==> src/fla_pkg.sv <==
// Shared types, codes and widths for the free-list slot allocator.
package fla_pkg;

    // Default pool size, stub slot included
    localparam int SLOTS_DEF = 1024;

    // Fixed field widths
    localparam int CMD_W  = 2;
    localparam int IDX_W  = 10;
    localparam int STAT_W = 2;
    localparam int CNT_W  = 11;

    localparam logic [CNT_W-1:0] CAP_RESET = 11'd1024;

    // Request codes (any other code is served as a query)
    localparam logic [CMD_W-1:0] CMD_ALLOC = 2'd0;
    localparam logic [CMD_W-1:0] CMD_FREE  = 2'd1;
    localparam logic [CMD_W-1:0] CMD_QUERY = 2'd2;

    // Result status codes
    localparam logic [STAT_W-1:0] STAT_OK      = 2'd0;
    localparam logic [STAT_W-1:0] STAT_FULL    = 2'd1;
    localparam logic [STAT_W-1:0] STAT_DEAD    = 2'd2;
    localparam logic [STAT_W-1:0] STAT_INVALID = 2'd3;

    // Controller states
    typedef enum logic [1:0] {
        ST_CLEAR,
        ST_IDLE,
        ST_EXEC
    } fsm_state_t;

    // One result item
    typedef struct packed {
        logic [STAT_W-1:0] status;
        logic [IDX_W-1:0]  result_index;
        logic              slot_alive;
        logic [CNT_W-1:0]  live_count;
    } result_t;

endpackage

==> src/fla_out_stage.sv <==
// Output register holding one result item until the consumer takes it.
module fla_out_stage (
    input  logic                         clk,
    input  logic                         rst_n,
    input  logic                         res_valid,
    output logic                         res_ready,
    input  fla_pkg::result_t             res,
    output logic                         out_valid,
    input  logic                         out_ready,
    output logic [fla_pkg::STAT_W-1:0]   status,
    output logic [fla_pkg::IDX_W-1:0]    result_index,
    output logic                         slot_alive,
    output logic [fla_pkg::CNT_W-1:0]    live_count
);

    logic             valid_reg;
    fla_pkg::result_t data_reg;

    // Room when empty or when the held item leaves this cycle
    assign res_ready = !valid_reg || out_ready;

    always_ff @(posedge clk or negedge rst_n)
    begin
        if (!rst_n)
        begin
            valid_reg <= 1'b0;
        end
        else if (res_ready)
        begin
            valid_reg <= res_valid;
        end
    end

    // Load the payload with the item
    always_ff @(posedge clk)
    begin
        if (res_ready && res_valid)
        begin
            data_reg <= res;
        end
    end

    assign out_valid    = valid_reg;
    assign status       = data_reg.status;
    assign result_index = data_reg.result_index;
    assign slot_alive   = data_reg.slot_alive;
    assign live_count   = data_reg.live_count;

endmodule
==> config.mk <==
export PLATFORM = sky130hd
export DESIGN_NAME = fla_out_stage
export DESIGN_NICKNAME = d
export VERILOG_FILES = /design/src/fla_pkg.sv /design/src/fla_out_stage.sv
export SDC_FILE = /design/constraint.sdc
export NUM_CORES = 1
export LEC_CHECK = 0
export BUFFER_PORTS_ARGS = -buffer_cell sky130_fd_sc_hd__buf_2
export CAP_MARGIN = 5
export CORE_MARGIN = 3
export CORE_UTILIZATION = 42
export DETAILED_ROUTE_END_ITERATION = 8
export PLACE_DENSITY = 0.83
export SLEW_MARGIN = 10
export SYNTH_ARGS = -nofsm -noshare
export SYNTH_HDL_FRONTEND = slang
export SYNTH_SLANG_ARGS = --single-unit
==> constraint.sdc <==
create_clock -name clk -period 1.8 [get_ports clk]
set_input_delay 0.36 -clock clk [delete_from_list [all_inputs] [get_ports clk]]
set_output_delay 0.36 -clock clk [all_outputs]
set_load 0.01 [all_outputs]
==> results.toml <==
[outcome]
run_status = "finished clean"

[critical_path]
critPathKind = "flop to output pin"
r2r-start = "out_valid$_DFFE_PN0P_"
ff2ff_setup_slack_ns = 0.64
reg2regPathDepth = 2
required_ns = 1.44
end_kind = "output pin"
path_cells = "nand2b_4, buf_2"
slowest_delay_ns = 0.43
critPathSlowestCell = "dfrtp_1"
r2r_end = "status[1]$_DFFE_PP_"
start_kind = "flop"
arrival_ns = 0.94
cp_max_fo = 3

[sta]
max_clock_freq_ghz = 0.767
hold_violations = 0
min_period_ns = 1.30
tns_ns = 0
relSlewSlack = 0.802
report.final.slew_viol_count = 0
layout_worst_path_cycle_share = 0.724
skew_ns = 0.00302
rsz0062_at_grt = "no"
setup_viol = 0
worstMarginPinSlew_ns = 0.297

[grt]
met3_usage = 0.0275
grt_busiest_layer = "met2"
grt_util_met2 = 0.226
grt_pass1_wl_um = 2160
grt_start_max_net_pins = 25
grt_remaining_overflow = 0
grt_pass1_vias = 445
grt_use_total = 0.120
antenna_found_initial = 0
met1_usage = 0.136

[layout]
fillers = 112
antenna_cells = 0
nets = 115
areaGrowthSynthToFinish_pct = 42.8
drive_above_1_share = 0.674
design_area_um2 = 1110
layout.cells.non_filler = 110

[logic_synthesis]
synthTopCellsByCount = "24 x edfxtp_1, 1 x and2_4, 1 x dfrtp_1, 1 x nand2b_1, 1 x nand2b_4"
ys_warn_count = 0
synth_cells = 28
synthFlopType = "edfxtp_1"
ys_seq_area_frac = 0.963
synth-seq-cells = 25
syn-num-nets = 56
synth_area_leaders = "edfxtp_1 93%, dfrtp_1 3.2%, nand2b_4 1.8%"
ys_types = 5
synth_top_area_cell = "edfxtp_1"
ys_async_sr_fraction = 0.0400
syn_area_um2 = 774
synth_edf_count = 24
yosysMostFrequentCell = "edfxtp_1"
syn_avg_cell_area_um2 = 27.7
synth_top_area_frac = 0.931

[placement]
port_buffers = 53
gp_congestion = 0.735
dp.cells = 105
placed_cell_area_um2 = 1070

[pwr]
pwr_density_cell_nw_per_um2 = 917
p_leak_nw = 0.482
ir_drop_mv = 0.527

[floorplanning]
die-area_um2 = 2400
die_width_um = 48.9
initial_core_util = 0.481
io_pins = 54
rows = 14
die_h_um = 48.9
core_region_area_um2 = 1610

[min_path]
hp-class = "input port to flop"
min_to = "live_count[0]$_DFFE_PP_"
hold_start = "res[0]"
hold_depth = 1

[clocking]
postCtsSetupBuffers = 0
cts_buffers = 3
clk_pin_slew_ns = 0.13
root_buffer = "clkbuf_4"
cts_max_level = 1
cts.path.max_buffers = 2
clock_sinks = 25
clk_latency_ns = 0.30
cts_tree = "yes"

[routing]
wl_per_cell_um = 12.7
viasPerCell = 4.14
vias = 455
first_pass_iters = 3
postRouteAntennaNets = 0
drtIter0Drc = 12
finalWirelength_um = 1400
drc = 0

[flow_run]
max_cap_violations = 0
-- registers in the layout, summed over array words and instances (netlist names) --
| name | cells |
|---|---|
| out_valid | 1 |
| slot_alive | 1 |
| result_index | 10 |
| status | 2 |
| live_count | 11 |
-- through the flow --
step	util	hold slack (ns)	setup slack [ns]	power (mW)
2_1_floorplan	-	0.0644	0.657	0.732
3_3_place_gp	0.664	0.135	0.591	0.790
3_5_place_dp	0.664	0.143	0.567	0.794
4_1_cts	0.686	0.215	0.473	1.02
5_1_grt	0.686	0.199	0.433	1.06
6_report	0.686	0.223	0.497	1.01
-- kinds of logic after synthesis --
group	count (synthesis)	synth area share
flops	25	0.963
simple gates	3	0.0372
-- worst max-delay path, delay by kind of cell, from the launching register on --
| family | cells | cell delay [ns] |
|---|---|---|
| buffers and inverters | 1 | 0.12 |
| DFF | 1 | 0.43 |
| and+or+nand+nor | 1 | 0.08 |
-- how the worst max path moves through the flow --
stage | startpoint | endpoint | slack (ns)
detailed placement | out_ready | live_count[10]$_DFFE_PP_ | 0.57
CTS | out_valid$_DFFE_PN0P_ | res_ready | 0.47
global placement | out_ready | live_count[10]$_DFFE_PP_ | 0.59
finish | out_valid$_DFFE_PN0P_ | res_ready | 0.50
floorplan | out_valid$_DFFE_PN0P_ | live_count[0]$_DFFE_PP_ | 0.66
global route | out_valid$_DFFE_PN0P_ | res_ready | 0.43
-- what timing repair did --
action | CTS | global route
resized for setup | 0 | 0
endpoints found under the hold margin | 1 | 0
hold buffers | 1 | 0
-- area by class of cell --
type | instances | area (um^2) | area share
clock buffer | 4 | 26.3 | 0.0238
multi-input combinational | 3 | 28.8 | 0.0260
sequential | 25 | 746 | 0.674
tap | 24 | 30.0 | 0.0271
timing repair buffer | 54 | 275 | 0.249
-- placed cells by master (no fill, tap or decap) --
| cell | netlist | final |
|---|---|---|
| clkbuf_4 | 0 | 3 |
| buf_2 | 0 | 53 |
| dlygate4sd3_1 | 0 | 1 |
| edfxtp_1 | 24 | 24 |
| dfrtp_1 | 1 | 1 |
| nand2b_4 | 1 | 1 |
| nand2b_1 | 1 | 1 |
| and2_4 | 1 | 1 |
| clkbuf_1 | 0 | 1 |
-- where the power goes --
part           switching, mW  leakage, nW  internal, mW
sequential           0.00748        0.239         0.675
combinational         0.0496        0.228        0.0467
clock                  0.150       0.0150        0.0862
-- metal layers --
metal  part of all wire  vias up
met2               0.59       22
li1                   -      223
met5                  0        -
met3              0.060        0
met1               0.35      210
met4                  0        0
No activity file was read; power rests on OpenSTA's default activity.
