## config.mk

```make
export PLATFORM = sky130hd
export DESIGN_NAME = fla_ctrl
export DESIGN_NICKNAME = d
export VERILOG_FILES = /design/src/fla_pkg.sv /design/src/fla_ctrl.sv
export SDC_FILE = /design/constraint.sdc
export NUM_CORES = 1
export LEC_CHECK = 0
export ABC_AREA = 1
export BUFFER_PORTS_ARGS = -buffer_cell sky130_fd_sc_hd__buf_2
export CAP_MARGIN = 20
export CORE_ASPECT_RATIO = 1.2
export CORE_MARGIN = 8
export CORE_UTILIZATION = 30
export CTS_CLUSTER_DIAMETER = 40
export DETAILED_ROUTE_END_ITERATION = 16
export GPL_ROUTABILITY_DRIVEN = 1
export MAX_ROUTING_LAYER = met4
export PLACE_DENSITY_LB_ADDON = 0.25
export SETUP_SLACK_MARGIN = 0.05
export SLEW_MARGIN = 20
export SYNTH_ARGS = -nofsm -noshare
export SYNTH_HDL_FRONTEND = slang
export SYNTH_SLANG_ARGS = --single-unit
```

## constraint.sdc

```tcl
create_clock -name clk -period 4.65 [get_ports clk]
set_input_delay 0.93 -clock clk [delete_from_list [all_inputs] [get_ports clk]]
set_output_delay 0.93 -clock clk [all_outputs]
set_load 0.005 [all_outputs]
```

## src/fla_pkg.sv

```systemverilog
// Shared types, codes and widths for the free-list slot allocator.
package fla_pkg;

    // Default pool size, stub slot included
    localparam int SLOTS_DEF = 1024;

    // Fixed field widths
    localparam int CMD_W  = 2;
    localparam int IDX_W  = 10;
    localparam int STAT_W = 2;
    localparam int CNT_W  = 11;

    localparam logic [CNT_W-1:0] CAP_RESET = 11'd1024;

    // Request codes (any other code is served as a query)
    localparam logic [CMD_W-1:0] CMD_ALLOC = 2'd0;
    localparam logic [CMD_W-1:0] CMD_FREE  = 2'd1;
    localparam logic [CMD_W-1:0] CMD_QUERY = 2'd2;

    // Result status codes
    localparam logic [STAT_W-1:0] STAT_OK      = 2'd0;
    localparam logic [STAT_W-1:0] STAT_FULL    = 2'd1;
    localparam logic [STAT_W-1:0] STAT_DEAD    = 2'd2;
    localparam logic [STAT_W-1:0] STAT_INVALID = 2'd3;

    // Controller states
    typedef enum logic [1:0] {
        ST_CLEAR,
        ST_IDLE,
        ST_EXEC
    } fsm_state_t;

    // One result item
    typedef struct packed {
        logic [STAT_W-1:0] status;
        logic [IDX_W-1:0]  result_index;
        logic              slot_alive;
        logic [CNT_W-1:0]  live_count;
    } result_t;

endpackage

```

## src/fla_ctrl.sv

```systemverilog
// Allocator control: clearing sweep, request decode, read-modify-write of the slot store.
module fla_ctrl #(
    parameter int SLOTS = fla_pkg::SLOTS_DEF
) (
    input  logic                        clk,
    input  logic                        rst_n,
    // capacity register write
    input  logic                        cfg_valid,
    output logic                        cfg_ready,
    input  logic [fla_pkg::CNT_W-1:0]   cfg_data,
    // request side
    input  logic                        in_valid,
    output logic                        in_ready,
    input  logic [fla_pkg::CMD_W-1:0]   cmd,
    input  logic [fla_pkg::IDX_W-1:0]   slot_index,
    // slot store
    output logic                        mem_we,
    output logic [$clog2(SLOTS)-1:0]    mem_waddr,
    output logic [$clog2(SLOTS)+1:0]    mem_wdata,
    output logic                        mem_re,
    output logic [$clog2(SLOTS)-1:0]    mem_raddr,
    input  logic [$clog2(SLOTS)+1:0]    mem_rdata,
    // result side
    output logic                        res_valid,
    input  logic                        res_ready,
    output fla_pkg::result_t            res
);

    localparam int AW = $clog2(SLOTS);
    localparam int PW = AW + 1;

    fla_pkg::fsm_state_t state_reg, state_next;

    logic [AW-1:0]                clr_cnt_reg, clr_cnt_next;
    logic [PW-1:0]                head_reg, head_next;
    logic [PW-1:0]                hw_reg, hw_next;
    logic [PW-1:0]                count_reg, count_next;
    logic [fla_pkg::CNT_W-1:0]    capacity_reg;
    logic [fla_pkg::CMD_W-1:0]    cmd_reg;
    logic [fla_pkg::IDX_W-1:0]    idx_reg;

    logic          rd_alive;
    logic [PW-1:0] rd_link;
    logic          pool_full;
    logic          idx_oob;
    logic [PW-1:0] count_inc;
    logic [PW-1:0] count_dec;

    assign rd_alive  = mem_rdata[PW];
    assign rd_link   = mem_rdata[PW-1:0];
    assign count_inc = PW'(count_reg + 1'b1);
    assign count_dec = PW'(count_reg - 1'b1);

    // Full when the live count reaches min(capacity, SLOTS) or the head ran off the pool
    assign pool_full = (32'(count_reg) >= 32'(capacity_reg))
                    || (32'(count_reg) >= 32'(SLOTS))
                    || (32'(head_reg) >= 32'(SLOTS));
    assign idx_oob   = 32'(idx_reg) >= 32'(SLOTS);

    // Capacity register takes a write in any cycle
    assign cfg_ready = 1'b1;

    always_ff @(posedge clk or negedge rst_n)
    begin
        if (!rst_n)
        begin
            capacity_reg <= fla_pkg::CAP_RESET;
        end
        else if (cfg_valid)
        begin
            capacity_reg <= cfg_data;
        end
    end

    // State and pool pointers
    always_ff @(posedge clk or negedge rst_n)
    begin
        if (!rst_n)
        begin
            state_reg   <= fla_pkg::ST_CLEAR;
            clr_cnt_reg <= '0;
            head_reg    <= PW'(1);
            hw_reg      <= PW'(1);
            count_reg   <= PW'(1);
        end
        else
        begin
            state_reg   <= state_next;
            clr_cnt_reg <= clr_cnt_next;
            head_reg    <= head_next;
            hw_reg      <= hw_next;
            count_reg   <= count_next;
        end
    end

    // Latch the request on accept
    always_ff @(posedge clk)
    begin
        if (in_valid && in_ready)
        begin
            cmd_reg <= cmd;
            idx_reg <= slot_index;
        end
    end

    // Next state, store accesses and result
    always_comb
    begin
        state_next   = state_reg;
        clr_cnt_next = clr_cnt_reg;
        head_next    = head_reg;
        hw_next      = hw_reg;
        count_next   = count_reg;
        in_ready     = 1'b0;
        mem_we       = 1'b0;
        mem_waddr    = '0;
        mem_wdata    = '0;
        mem_re       = 1'b0;
        mem_raddr    = AW'(slot_index);
        res_valid    = 1'b0;
        res          = '0;

        case (state_reg)
            fla_pkg::ST_CLEAR:
            begin
                // sweep the store, dropping every alive bit
                mem_we       = 1'b1;
                mem_waddr    = clr_cnt_reg;
                clr_cnt_next = AW'(clr_cnt_reg + 1'b1);
                if (clr_cnt_reg == AW'(SLOTS - 1))
                begin
                    state_next = fla_pkg::ST_IDLE;
                end
            end

            fla_pkg::ST_IDLE:
            begin
                // issue the read: head slot on allocate, named slot otherwise
                in_ready = 1'b1;
                if (cmd == fla_pkg::CMD_ALLOC)
                begin
                    mem_raddr = head_reg[AW-1:0];
                end
                if (in_valid)
                begin
                    mem_re     = 1'b1;
                    state_next = fla_pkg::ST_EXEC;
                end
            end

            fla_pkg::ST_EXEC:
            begin
                res.result_index = idx_reg;
                res.live_count   = fla_pkg::CNT_W'(count_reg);
                case (cmd_reg)
                    fla_pkg::CMD_ALLOC:
                    begin
                        res.result_index = '0;
                        if (pool_full)
                        begin
                            res.status = fla_pkg::STAT_FULL;
                        end
                        else
                        begin
                            // take the head; a fresh slot advances the mark
                            res.status       = fla_pkg::STAT_OK;
                            res.result_index = fla_pkg::IDX_W'(head_reg);
                            res.slot_alive   = 1'b1;
                            res.live_count   = fla_pkg::CNT_W'(count_inc);
                            mem_waddr        = head_reg[AW-1:0];
                            mem_wdata        = {1'b1, rd_link};
                            if (head_reg == hw_reg)
                            begin
                                head_next = PW'(head_reg + 1'b1);
                                hw_next   = PW'(hw_reg + 1'b1);
                            end
                            else
                            begin
                                head_next = rd_link;
                            end
                        end
                    end

                    fla_pkg::CMD_FREE:
                    begin
                        if (idx_oob)
                        begin
                            res.status = fla_pkg::STAT_INVALID;
                        end
                        else if (!rd_alive)
                        begin
                            res.status = fla_pkg::STAT_DEAD;
                        end
                        else
                        begin
                            // push the slot onto the free list
                            res.status     = fla_pkg::STAT_OK;
                            res.live_count = fla_pkg::CNT_W'(count_dec);
                            mem_waddr      = AW'(idx_reg);
                            mem_wdata      = {1'b0, head_reg};
                            head_next      = PW'(idx_reg);
                        end
                    end

                    default:
                    begin
                        // query
                        res.slot_alive = rd_alive && !idx_oob;
                        if (idx_reg == '0 || 32'(idx_reg) >= 32'(hw_reg) || idx_oob)
                        begin
                            res.status = fla_pkg::STAT_INVALID;
                        end
                        else
                        begin
                            res.status = fla_pkg::STAT_OK;
                        end
                    end
                endcase

                // commit only when the output stage has room
                if (res_ready)
                begin
                    res_valid  = 1'b1;
                    state_next = fla_pkg::ST_IDLE;
                    if (res.status == fla_pkg::STAT_OK && cmd_reg == fla_pkg::CMD_ALLOC)
                    begin
                        mem_we     = 1'b1;
                        count_next = count_inc;
                    end
                    else if (res.status == fla_pkg::STAT_OK && cmd_reg == fla_pkg::CMD_FREE)
                    begin
                        mem_we     = 1'b1;
                        count_next = count_dec;
                    end
                end
                else
                begin
                    head_next = head_reg;
                    hw_next   = hw_reg;
                end
            end

            default:
            begin
                state_next = fla_pkg::ST_IDLE;
            end
        endcase
    end

endmodule

```

==> impl_metrics.py <==
metrics = {
    "timing": {
        "hold_violations": 0,
        "worstMarginPinSlew_ns": 0.9303,
        "post-route-period-util_pct": 87.08,
        "fin_crit_ns": 4.049,
        "clock.fmax_ghz": 0.2469,
        "setup_viol": 0,
        "relSlewSlack_pct": 37.98,
        "fin_setup_tns_ns": 0,
        "drv_slew": 0,
        "clock-skew-final_ns": 0.009484,
        "grt_setup_unrepaired": "false",
    },
    "critical_path": {
        "cp-end-kind": "output pin",
        "worst_ep_arrival_time_ns": 3.12,
        "worstSetupPathType": "flop to output pin",
        "worstPathRequired_ns": 3.72,
        "cpPeakStageDelay_ns": 0.60,
        "reg2reg_from": "capacity_reg[10]$_DFFE_PN1P_",
        "cp_common_cell": "nand2_1",
        "crit_fanout": 24,
        "worst_setup_path_start_kind": "flop",
        "crit_path_start": "count_reg[0]$_DFFE_PN1P_",
        "critPathSlowestCell": "dfstp_2",
        "crit_chain": "inv_1, ha_1, inv_1, nand3_1, nand2_1, nand2_1, nand2_1, nand2_1, nand3_1, nand2_8, nand2_4, clkinv_2, nand2_1, nand2_1, nand2_1, nand2_1, buf_2",
    },
    "yosys": {
        "synthAdderAreaFrac_pct": 5.799,
        "ys_types": 39,
        "synth_top_family_by_area": "simple AND/OR/NAND/NOR gates",
        "synthMuxAreaShare_pct": 0.3866,
        "ys_warn_count": 0,
        "synth_xor_area_share_pct": 7.066,
        "synth_area_leader_cell": "dfrtp_1",
        "synth_compound_area_share_pct": 12.91,
        "synth_cells": 851,
        "synth_top_area_share_pct": 22.34,
        "yosysSeqAreaShare_pct": 30.33,
        "syn_area_per_cell_um2": 6.846,
        "ys_seq_elements": 68,
        "syn_nets": 918,
        "synth.area.top_cells": "dfrtp_1 (22%), nand2_1 (15%), nand3_1 (6.6%)",
        "netlist_area_um2": 5826,
        "synth-simple-area-share_pct": 32.39,
    },
    "clocking": {
        "numCtsBuffers": 9,
        "cts_setup_buffers": 0,
        "clock_latency_ns": 0.35,
        "clkSinkCount": 68,
        "clockBufferDepth": 2,
        "ctsHoldBuffers": 0,
        "cts_max_level": 3,
        "cts-root-buf": "clkbuf_16",
        "cts_tree": "done",
        "ctsResizeCount": 0,
        "clkTransAtPathRegs_ns": 0.06,
    },
    "final_layout": {
        "fin_area_um2": 6749,
        "mostFrequentLayoutCells": "nand2_1 (233), buf_2 (99), inv_1 (94)",
        "num_antenna_cells": 0,
        "fill_cells": 2154,
        "final_common_cell": "nand2_1",
        "area.sequential_um2": 1767,
        "fin_nets": 995,
        "syn_to_final_growth_pct": 15.85,
        "multi_input_area_um2": 3415,
        "drive_above_1_share_pct": 19.08,
    },
    "grt": {
        "grt_pass1_vias": 5662,
        "grt_max_degree": 37,
        "gr-usage-all-layers_pct": 17.01,
        "grt_pass1_wl_um": 31130,
        "overflow": 0,
        "grt_antenna_before_repair": 0,
    },
    "routing": {
        "firstDrtPassIters": 5,
        "antenna_left": 0,
        "drcViolationCount": 0,
        "vias": 5841,
        "finalWirelength_um": 19820,
        "wire_per_inst_um": 16.60,
        "drt_iter0_drc": 453,
        "viasPerCell": 4.892,
    },
    "floorplan": {
        "die_w_um": 143.2,
        "io_pins": 101,
        "rows": 56,
        "die_area_um2": 24150,
        "die-height_um": 168.7,
        "start_util_pct": 30.23,
        "core_um2": 19270,
    },
    "run_status": {
        "status": "completed",
    },
    "power_and_ir_drop": {
        "ir_drop_mv": 0.1981,
        "powerDensity_nw_per_um2": 490.0,
        "power.total_mw": 3.307,
        "leakagePower_nw": 3.295,
    },
    "job": {
        "max-cap-violations": 0,
    },
    "placed_design": {
        "place_congestion": 0.8943,
        "dp_hpwl_um": 14780,
        "buffer_ports.inserted": 99,
        "place_area_um2": 6480,
    },
    "hold_path": {
        "min_from": "capacity_reg[10]$_DFFE_PN1P_",
        "hold_class": "flop to flop",
    },
}
==> layout make-up <==
type,instances,area share (%)
multi-input combinational,634,50.59
sequential,68,26.18
timing repair buffer,109,8.454
inverter,106,5.951
tap,261,4.839
clock buffer,10,3.393
clock inverter,6,0.5933
==> cells by family (layout without fill, tap and decap cells) <==
kind of cell | count (synthesis) | count (layout)
and+or+nand+nor | 423 | 423
buffers and inverters | 149 | 231
AOI/OAI and AO/OA | 134 | 134
DFF | 68 | 68
xor gates and xnor gates | 47 | 47
adders and majority gates | 27 | 27
muxes | 2 | 2
other | 1 | 1
==> power by group <==
part           leakage (nW)  switching (mW)  internal, mW
combinational          2.37            1.02         0.546
sequential            0.805           0.303         0.776
clock                 0.124           0.298         0.361
total                  3.30            1.63          1.68
==> Yosys cell counts <==
library cell / count
nor4_1: 2
xor2_1: 39
a211oi_1: 5
and3_1: 1
nor3_1: 11
buf_6: 6
clkinv_1: 5
xnor2_1: 8
dfrtp_1: 52
nand4_1: 17
inv_4: 1
dfstp_2: 4
nand2_4: 1
nor2_4: 1
ha_1: 27
inv_1: 94
buf_4: 5
nor2_2: 4
o21ai_1: 26
mux2_2: 2
clkbuf_1: 18
nand2_2: 13
o21ai_2: 8
nor3_2: 4
nand4_4: 1
edfxtp_1: 12
nand2_1: 233
o21ai_0: 40
nor2_1: 51
conb_1: 1
o22ai_1: 1
nand2_8: 1
a21oi_1: 44
inv_2: 5
nand3b_1: 6
buf_2: 14
a21oi_2: 10
nand3_1: 77
clkinv_2: 1
==> stage by stage <==
stage / hold slack [ns] / utilization, % / cells / worst slack (ns)
3_5_place_dp: 0.4939 / 33.63 / 1178 / 0.9619
5_1_grt: 0.5124 / 35.03 / 1194 / 0.3959
4_1_cts: 0.5060 / 35.03 / 1194 / 0.5755
3_3_place_gp: 0.4888 / 33.63 / 1178 / 0.9968
2_1_floorplan: 0.4631 / - / 851 / 1.792
6_report: 0.4993 / 35.03 / 1194 / 0.6006
==> worst paths after layout <==
check	cells past startpoint	slack, ns	endpoint
max	17	0.60	mem_waddr[3]
min	2	0.50	capacity_reg[10]$_DFFE_PN1P_
max reg2reg	12	1.75	count_reg[5]$_DFFE_PN0P_
min reg2reg	2	0.50	capacity_reg[10]$_DFFE_PN1P_
max in group asynchronous	2	3.14	count_reg[0]$_DFFE_PN1P_
min in group asynchronous	1	0.59	head_reg[8]$_DFFE_PN0P_
==> routing by layer <==
| layer | GRT usage [%] | routed length (um) | vias to the layer above |
|---|---|---|---|
| met3 | 2.086 | 955 | 30 |
| li1 | - | - | 2897 |
| met5 | - | 0 | - |
| met1 | 20.84 | 8827 | 2728 |
| met2 | 28.00 | 9554 | 186 |
| met4 | 6.642 | 480 | 0 |
==> critical path, delay by kind of cell (launching register included) <==
kind / cells / cell delay, ns
buffers and inverters: 4 / 0.65
flip-flops: 1 / 0.60
adder cells (fa/ha/maj): 1 / 0.23
AND/OR/NAND/NOR: 12 / 1.28
(Power assumes the default switching activity.)
